File: config.mk
export PLATFORM = sky130hd
export DESIGN_NAME = socks5_connect_request_parser_core_flat
export DESIGN_NICKNAME = d
export VERILOG_FILES = /design/src/sv/socks5p_pkg.sv /design/src/sv/socks5p_if.sv /design/src/sv/socks5p_step.sv /design/src/sv/socks5_connect_request_parser_core.sv /design/src/flat_wrapper.sv
export SDC_FILE = /design/constraint.sdc
export NUM_CORES = 1
export LEC_CHECK = 0
export ABC_AREA = 1
export ABC_CLOCK_PERIOD_IN_PS = 6300
export BUFFER_PORTS_ARGS = -buffer_cell sky130_fd_sc_hd__buf_2
export CAP_MARGIN = 20
export CORE_MARGIN = 1.5
export CORE_UTILIZATION = 40
export CTS_CLUSTER_DIAMETER = 30
export CTS_CLUSTER_SIZE = 24
export DETAILED_ROUTE_END_ITERATION = 10
export PLACE_DENSITY_LB_ADDON = 0.15
export SLEW_MARGIN = 5
export SYNTH_ARGS = -nofsm -noshare
export SYNTH_HDL_FRONTEND = slang
export SYNTH_SLANG_ARGS = --single-unit
File: constraint.sdc
create_clock -name clk -period 6.3 [get_ports clk]
set_input_delay 0.63 -clock clk [delete_from_list [all_inputs] [get_ports clk]]
set_output_delay 0.63 -clock clk [all_outputs]
set_load 0.01 [all_outputs]
File: src/sv/socks5p_pkg.sv
// Shared types and constants for the SOCKS5 CONNECT request parser.
`default_nettype none
package socks5p_pkg;

  localparam logic [7:0] VER_SOCKS5  = 8'h05;
  localparam logic [7:0] CMD_CONNECT = 8'h01;
  localparam logic [7:0] TYPE_IPV4   = 8'h01;
  localparam logic [7:0] TYPE_NAME   = 8'h03;
  localparam logic [7:0] TYPE_IPV6   = 8'h04;
  localparam logic [7:0] IPV4_BYTES  = 8'd4;
  localparam logic [7:0] IPV6_BYTES  = 8'd16;
  localparam logic [7:0] IPV6_HALF   = 8'd8;

  typedef enum logic [1:0] {
    ST_MORE   = 2'd0,
    ST_REJECT = 2'd1,
    ST_IP     = 2'd2,
    ST_NAME   = 2'd3
  } status_t;

  typedef enum logic [1:0] {
    KIND_IPV4 = 2'd0,
    KIND_IPV6 = 2'd1,
    KIND_NAME = 2'd2
  } kind_t;

  typedef enum logic [3:0] {
    PH_VER   = 4'd0,
    PH_CMD   = 4'd1,
    PH_RSV   = 4'd2,
    PH_TYPE  = 4'd3,
    PH_IPV4  = 4'd4,
    PH_IPV6  = 4'd5,
    PH_NLEN  = 4'd6,
    PH_NAME  = 4'd7,
    PH_PORTH = 4'd8,
    PH_PORTL = 4'd9
  } phase_t;

  typedef struct packed {
    phase_t      phase;
    logic [7:0]  bytes_left;
    logic [1:0]  kind;
    logic [63:0] addr_hi;
    logic [63:0] addr_lo;
    logic [7:0]  port_high_byte;
    logic [15:0] port_value;
    logic [7:0]  name_len;
  } parse_state_t;

  localparam parse_state_t STATE_RESET = '{
    phase:          PH_VER,
    bytes_left:     8'd0,
    kind:           2'd0,
    addr_hi:        64'd0,
    addr_lo:        64'd0,
    port_high_byte: 8'd0,
    port_value:     16'd0,
    name_len:       8'd0
  };

  typedef struct packed {
    logic [1:0]  status;
    logic [1:0]  addr_kind;
    logic [63:0] addr_high;
    logic [63:0] addr_low;
    logic [15:0] dst_port;
    logic [7:0]  name_length;
    logic        name_valid;
    logic [7:0]  name_byte;
    logic [7:0]  name_index;
  } parse_result_t;

endpackage
`default_nettype wire

File: src/sv/socks5p_if.sv
// Valid/ready channel interfaces for request words and parse results.
`default_nettype none
interface socks5p_req_if;
  logic       valid;
  logic       ready;
  logic       mode;
  logic [7:0] data_byte;

  modport source (output valid, output mode, output data_byte, input ready);
  modport sink   (input valid, input mode, input data_byte, output ready);
endinterface

interface socks5p_res_if;
  logic        valid;
  logic        ready;
  logic [1:0]  status;
  logic [1:0]  addr_kind;
  logic [63:0] addr_high;
  logic [63:0] addr_low;
  logic [15:0] dst_port;
  logic [7:0]  name_length;
  logic        name_valid;
  logic [7:0]  name_byte;
  logic [7:0]  name_index;

  modport source (output valid, output status, output addr_kind, output addr_high,
                  output addr_low, output dst_port, output name_length,
                  output name_valid, output name_byte, output name_index, input ready);
  modport sink   (input valid, input status, input addr_kind, input addr_high,
                  input addr_low, input dst_port, input name_length,
                  input name_valid, input name_byte, input name_index, output ready);
endinterface
`default_nettype wire

File: src/sv/socks5p_step.sv
// Next-state and result logic for one request word.
`default_nettype none
module socks5p_step
  import socks5p_pkg::*;
(
  input  parse_state_t  state,
  input  logic          mode,
  input  logic [7:0]    data_byte,
  output parse_state_t  state_next,
  output parse_result_t result
);

  logic [1:0] status;
  logic       nvalid;
  logic [7:0] nindex;
  logic       last_byte;
  logic [7:0] left_dec;
  logic [7:0] v6_idx;

  always_comb begin
    last_byte = (state.bytes_left <= 8'd1);
    left_dec  = last_byte ? 8'd0 : state.bytes_left - 8'd1;
    v6_idx    = IPV6_BYTES - state.bytes_left;
  end

  always_comb begin
    state_next = state;
    status     = ST_MORE;
    nvalid     = 1'b0;
    nindex     = 8'd0;
    if (mode) begin
      state_next = STATE_RESET;
    end else begin
      unique case (state.phase)
        PH_VER: begin
          if (data_byte != VER_SOCKS5) status = ST_REJECT;
          else state_next.phase = PH_CMD;
        end
        PH_CMD: begin
          if (data_byte != CMD_CONNECT) status = ST_REJECT;
          else state_next.phase = PH_RSV;
        end
        PH_RSV: begin
          if (data_byte != 8'd0) status = ST_REJECT;
          else state_next.phase = PH_TYPE;
        end
        PH_TYPE: begin
          priority if (data_byte == TYPE_IPV4) begin
            state_next.kind       = KIND_IPV4;
            state_next.bytes_left = IPV4_BYTES;
            state_next.addr_hi    = 64'd0;
            state_next.addr_lo    = 64'd0;
            state_next.phase      = PH_IPV4;
          end else if (data_byte == TYPE_IPV6) begin
            state_next.kind       = KIND_IPV6;
            state_next.bytes_left = IPV6_BYTES;
            state_next.addr_hi    = 64'd0;
            state_next.addr_lo    = 64'd0;
            state_next.phase      = PH_IPV6;
          end else if (data_byte == TYPE_NAME) begin
            state_next.kind  = KIND_NAME;
            state_next.phase = PH_NLEN;
          end else begin
            status = ST_REJECT;
          end
        end
        PH_IPV4: begin
          state_next.addr_lo    = {32'd0, state.addr_lo[23:0], data_byte};
          state_next.bytes_left = left_dec;
          if (last_byte) state_next.phase = PH_PORTH;
        end
        PH_IPV6: begin
          if (v6_idx < IPV6_HALF) state_next.addr_hi = {state.addr_hi[55:0], data_byte};
          else state_next.addr_lo = {state.addr_lo[55:0], data_byte};
          state_next.bytes_left = left_dec;
          if (last_byte) state_next.phase = PH_PORTH;
        end
        PH_NLEN: begin
          if (data_byte == 8'd0) begin
            status = ST_REJECT;
          end else begin
            state_next.name_len   = data_byte;
            state_next.bytes_left = data_byte;
            state_next.phase      = PH_NAME;
          end
        end
        PH_NAME: begin
          nvalid                = 1'b1;
          nindex                = state.name_len - state.bytes_left;
          state_next.bytes_left = left_dec;
          if (last_byte) state_next.phase = PH_PORTH;
        end
        PH_PORTH: begin
          state_next.port_high_byte = data_byte;
          state_next.phase          = PH_PORTL;
        end
        PH_PORTL: begin
          state_next.port_value = {state.port_high_byte, data_byte};
          status = (state.kind == KIND_NAME) ? ST_NAME : ST_IP;
        end
        default: status = ST_REJECT;
      endcase
    end
  end

  always_comb begin
    result.status      = status;
    result.addr_kind   = state_next.kind;
    result.addr_high   = state_next.addr_hi;
    result.addr_low    = state_next.addr_lo;
    result.dst_port    = state_next.port_value;
    result.name_length = state_next.name_len;
    result.name_valid  = nvalid;
    result.name_byte   = nvalid ? data_byte : 8'd0;
    result.name_index  = nindex;
  end

endmodule
`default_nettype wire

File: src/sv/socks5_connect_request_parser_core.sv
// SOCKS5 CONNECT request parser: input register, parse step, result register.
//
// req carries one word per request byte (mode 0) or a restart (mode 1).
// Every accepted word yields exactly one word on res: a status (need more,
// reject, done with IP address, done with hostname) together with the
// address kind, the captured address, the port, the hostname length and,
// for hostname bytes, the byte and its position in the name.
// A word accepted on req is held in the input register; its result is loaded
// into the result register once res is free, and res.valid then stays high
// until the result is taken. One word is taken per cycle whenever res is not
// stalled; the parse state updates in the same cycle a word moves from the
// input register to the result register.
// When res is stalled the result register holds, the input register fills,
// and req.ready drops only once both are occupied.
// Synchronous reset empties both registers and returns the parser to the
// version-byte phase with all captured fields zero.
`default_nettype none
module socks5_connect_request_parser_core
  import socks5p_pkg::*;
(
  input  logic clk,
  input  logic rst,
  socks5p_req_if.sink   req,
  socks5p_res_if.source res
);

  logic          s1_valid;
  logic          s1_mode;
  logic [7:0]    s1_byte;
  logic          out_valid;
  parse_result_t out_res;
  parse_state_t  state;
  parse_state_t  state_next;
  parse_result_t step_res;
  logic          out_free;
  logic          s1_go;

  socks5p_step u_step (
    .state      (state),
    .mode       (s1_mode),
    .data_byte  (s1_byte),
    .state_next (state_next),
    .result     (step_res)
  );

  assign out_free  = !out_valid || res.ready;
  assign s1_go     = s1_valid && out_free;
  assign req.ready = !s1_valid || out_free;

  always_ff @(posedge clk) begin
    if (rst) begin
      s1_valid  <= 1'b0;
      out_valid <= 1'b0;
      state     <= STATE_RESET;
    end else begin
      if (req.ready) s1_valid <= req.valid;
      if (out_free) out_valid <= s1_valid;
      if (s1_go) state <= state_next;
    end
  end

  always_ff @(posedge clk) begin
    if (req.valid && req.ready) begin
      s1_mode <= req.mode;
      s1_byte <= req.data_byte;
    end
    if (s1_go) out_res <= step_res;
  end

  assign res.valid       = out_valid;
  assign res.status      = out_res.status;
  assign res.addr_kind   = out_res.addr_kind;
  assign res.addr_high   = out_res.addr_high;
  assign res.addr_low    = out_res.addr_low;
  assign res.dst_port    = out_res.dst_port;
  assign res.name_length = out_res.name_length;
  assign res.name_valid  = out_res.name_valid;
  assign res.name_byte   = out_res.name_byte;
  assign res.name_index  = out_res.name_index;

endmodule
`default_nettype wire

File: src/flat_wrapper.sv
// flat-port wrapper written by rule: the top's interface ports become plain ports
module socks5_connect_request_parser_core_flat import socks5p_pkg::*;
  (clk, rst, req_valid, req_mode, req_data_byte, req_ready, res_valid, res_status, res_addr_kind, res_addr_high, res_addr_low, res_dst_port, res_name_length, res_name_valid, res_name_byte, res_name_index, res_ready);
  socks5p_req_if req_i ();
  socks5p_res_if res_i ();
  input  logic clk;
  input  logic rst;
  input wire logic [$bits(req_i.valid)-1:0] req_valid;
  input wire logic [$bits(req_i.mode)-1:0] req_mode;
  input wire logic [$bits(req_i.data_byte)-1:0] req_data_byte;
  output wire logic [$bits(req_i.ready)-1:0] req_ready;
  output wire logic [$bits(res_i.valid)-1:0] res_valid;
  output wire logic [$bits(res_i.status)-1:0] res_status;
  output wire logic [$bits(res_i.addr_kind)-1:0] res_addr_kind;
  output wire logic [$bits(res_i.addr_high)-1:0] res_addr_high;
  output wire logic [$bits(res_i.addr_low)-1:0] res_addr_low;
  output wire logic [$bits(res_i.dst_port)-1:0] res_dst_port;
  output wire logic [$bits(res_i.name_length)-1:0] res_name_length;
  output wire logic [$bits(res_i.name_valid)-1:0] res_name_valid;
  output wire logic [$bits(res_i.name_byte)-1:0] res_name_byte;
  output wire logic [$bits(res_i.name_index)-1:0] res_name_index;
  input wire logic [$bits(res_i.ready)-1:0] res_ready;
  assign req_i.valid = req_valid;
  assign req_i.mode = req_mode;
  assign req_i.data_byte = req_data_byte;
  assign req_ready = req_i.ready;
  assign res_valid = res_i.valid;
  assign res_status = res_i.status;
  assign res_addr_kind = res_i.addr_kind;
  assign res_addr_high = res_i.addr_high;
  assign res_addr_low = res_i.addr_low;
  assign res_dst_port = res_i.dst_port;
  assign res_name_length = res_i.name_length;
  assign res_name_valid = res_i.name_valid;
  assign res_name_byte = res_i.name_byte;
  assign res_name_index = res_i.name_index;
  assign res_i.ready = res_ready;
  socks5_connect_request_parser_core u_core (.clk(clk), .rst(rst), .req(req_i), .res(res_i));
endmodule
==> out/results.ini <==
[synth]
synth_cells=2155
synthArstFlopShare_pct=0
synth_cell_types=39
postSynthAreaPerCell_um2=7.87
synth_edf_count=182
yosysWarnings=0
ys_seq_area_share_pct=53.0
syn_area_um2=17000
synthTopCellsByArea=edfxtp_1 (32%), dfxtp_1 (21%), nand2_1 (11%)
yosysTopAreaCell=edfxtp_1
synth_top_cell_area_share_pct=32.2
ys.flop_type=edfxtp_1
synth-seq-cells=358
syn_nets=2179

[final_layout]
final_cells=2925
nets=2339
diodes=0
drive_above_1_share_pct=15.8
final_common_cell=nand2_1
mostFrequentLayoutCells=nand2_1 (502), inv_1 (310), a21oi_1 (248)
syn_to_final_growth_pct=24.0

[drt]
ant_nets=0
vias=14800
wire_per_inst_um=16.6
routed_via_density=5.06
firstDrtPassIters=5
drc=0
first_iter_violations=1159
wl_mm=48.5

[cts]
cts_resized=0
clock-sinks=358
cts_hold_buf=0
clk_pin_slew_ns=0.06
htreeDepth=3
tritoncts=built
clk_latency_ns=0.60
cts_setup_buffers=0
cts_buffer_depth=3
numCtsBuffers=84
cts-root-buf=clkbuf_16

[power]
pwr-share-seq_pct=35.1
power_switching_mw=1.94
switching_share_pct=25.6
ir_worst_vdd_mv=0.199
p_leak_nw=9.69
combPwrFrac_pct=7.4
p_int_mw=5.63
finalPower_mw=7.57
p_per_area_nw_per_um2=360
clkPwrFrac_pct=57.5

[setup_path]
cp.required_ns=6.64
end_kind=register
cp-start-kind=register
critPathKind=register to register
cp_max_fo=77
arrival_ns=4.03

[placed_design]
dpl.cell_count=2768
globalplace.congestion=0.873
hpwl_mm=30.0
post-place-ws_ns=2.62
numPortBuffers=187

[sta]
fmax_mhz=271
rsz0062_at_grt=no
drv_slew=0
finalWorstPathRequiredPeriod_ns=3.69
hold_viol=0
worst_pin_slew_ns=1.18
fin_ws_ns=2.61
tns_ns=0
skew_ns=0.0275
final_min_period_over_clock_period_pct=58.6
setup_violations=0
relSlewSlack_pct=21.7

[grt]
track_usage_pct=21.7
grt_max_degree=197
first_global_vias=14000
grt-ovfl-total=0
grt_first_pass_wirelength_mm=75.6
antenna_found_initial=1

[floorplanning]
dieArea_um2=43600
die_h_um=209
initial_core_util_pct=40.5
std_cell_rows=75
coreArea_um2=41900
die_x_um=209
ios=188

[run_status]
status=finished, final reports clean

[hold_path]
hp-class=input port to register

[flow_run]
cap_violations=0

layout make-up:
type / count / area (µm²)
timing repair buffer: 202 / 1050
clock inverter: 64 / 669
fill: 4009 / 20800
sequential: 358 / 8990
clock buffer: 93 / 2200
inverter: 323 / 1220
tap: 539 / 674
multi-input combinational: 1346 / 6220
worst max-delay path, cell delays in order (launching register included):
cell and delay (ns):
dfxtp_1 0.39, inv_1 0.12, ha_1 0.22, nand2_1 0.07
nand2_1 0.06, nand3_1 0.08, nand2_1 0.09, nor2_4 0.07
buf_4 0.50, nand2_4 0.64, buf_4 0.50, nor2_8 0.19
nand2_4 0.18, nand2_1 0.10, nand2_1 0.05, nand2_1 0.08
inv_1 0.05
Yosys cell counts, types with 2 or more instances:
master / n
nor2_1: 100
or2_2: 2
a22oi_1: 2
nor3_1: 6
o22ai_1: 3
o21ai_0: 202
edfxtp_1: 182
inv_2: 9
nor2_4: 4
o31ai_1: 4
a21boi_0: 3
nand2_4: 3
buf_1: 6
nand2_1: 502
dfxtp_1: 176
nand3_1: 197
o311ai_0: 2
buf_2: 15
nand2_2: 3
xor2_1: 2
o21ai_1: 39
a21oi_1: 248
nand3b_1: 3
inv_1: 312
nor2_2: 3
ha_1: 10
buf_6: 4
clkbuf_1: 100
buf_4: 3
kinds of logic (layout without fill, tap and decap cells):
group,after synthesis,after routing,share of synthesized area (%)
buffers and inverters,451,682,10.3
flip-flops,358,358,53.0
AND/OR/NAND/NOR,827,827,20.5
AO/OA/AOI/OAI,505,505,15.1
XOR/XNOR,3,3,0.155
adder cells (fa/ha/maj),11,11,0.856
final timing paths:
kind | startpoint | end | slack (ns) | cells after the start
worst max-delay path | u_core.state[163] | u_core.res.addr_high[58] | 2.61 | 16
worst min register to register | u_core.state[11] | u_core.state[11] | 0.46 | 2
worst max register to register | u_core.state[163] | u_core.res.addr_high[58] | 2.61 | 16
worst min-delay path | req_data_byte[3] | u_core.s1_byte[3] | 0.21 | 1
power by group through the flow:
stage                     combinational, mW  clock [mW]  sequential [mW]
after detailed placement              0.561           0             2.70
after global routing                  0.633        4.53             2.67
after global placement                0.553           0             2.70
after floorplan                       0.367           0             2.71
after CTS                             0.564        4.42             2.66
final                                 0.562        4.35             2.66
stage by stage:
step / instance area (µm²) / hold slack, ns / utilization (%)
final: 21000 / 0.211 / 50.2
after global routing: 21000 / 0.193 / 50.2
after CTS: 21000 / 0.188 / 50.2
after detailed placement: 18200 / 0.454 / 43.4
after global placement: 18200 / 0.448 / 43.4
after floorplan: 17000 / 0.438 / -
flip-flops by register name (all words and copies together) (netlist names):
signal	count
u_core.res.dst_port	16
u_core.res.name_index	8
u_core.res.status	2
u_core.res.addr_high	64
u_core.res.addr_low	64
u_core.res.addr_kind	2
u_core.res.valid	1
u_core.s1_valid	1
u_core.res.name_byte	8
u_core.state	174
u_core.s1_byte	8
u_core.res.name_length	8
u_core.res.name_valid	1
u_core.s1_mode	1
layer usage:
metal  global-route usage (%)  share of wire (%)  vias up
met3                     4.55                6.3       73
li1                         -                  -     7396
met1                     30.6                 47     6906
met5                        0              0.021        -
met4                     7.42                1.9        2
met2                     33.2                 45      437
(Power assumes the default switching activity.)
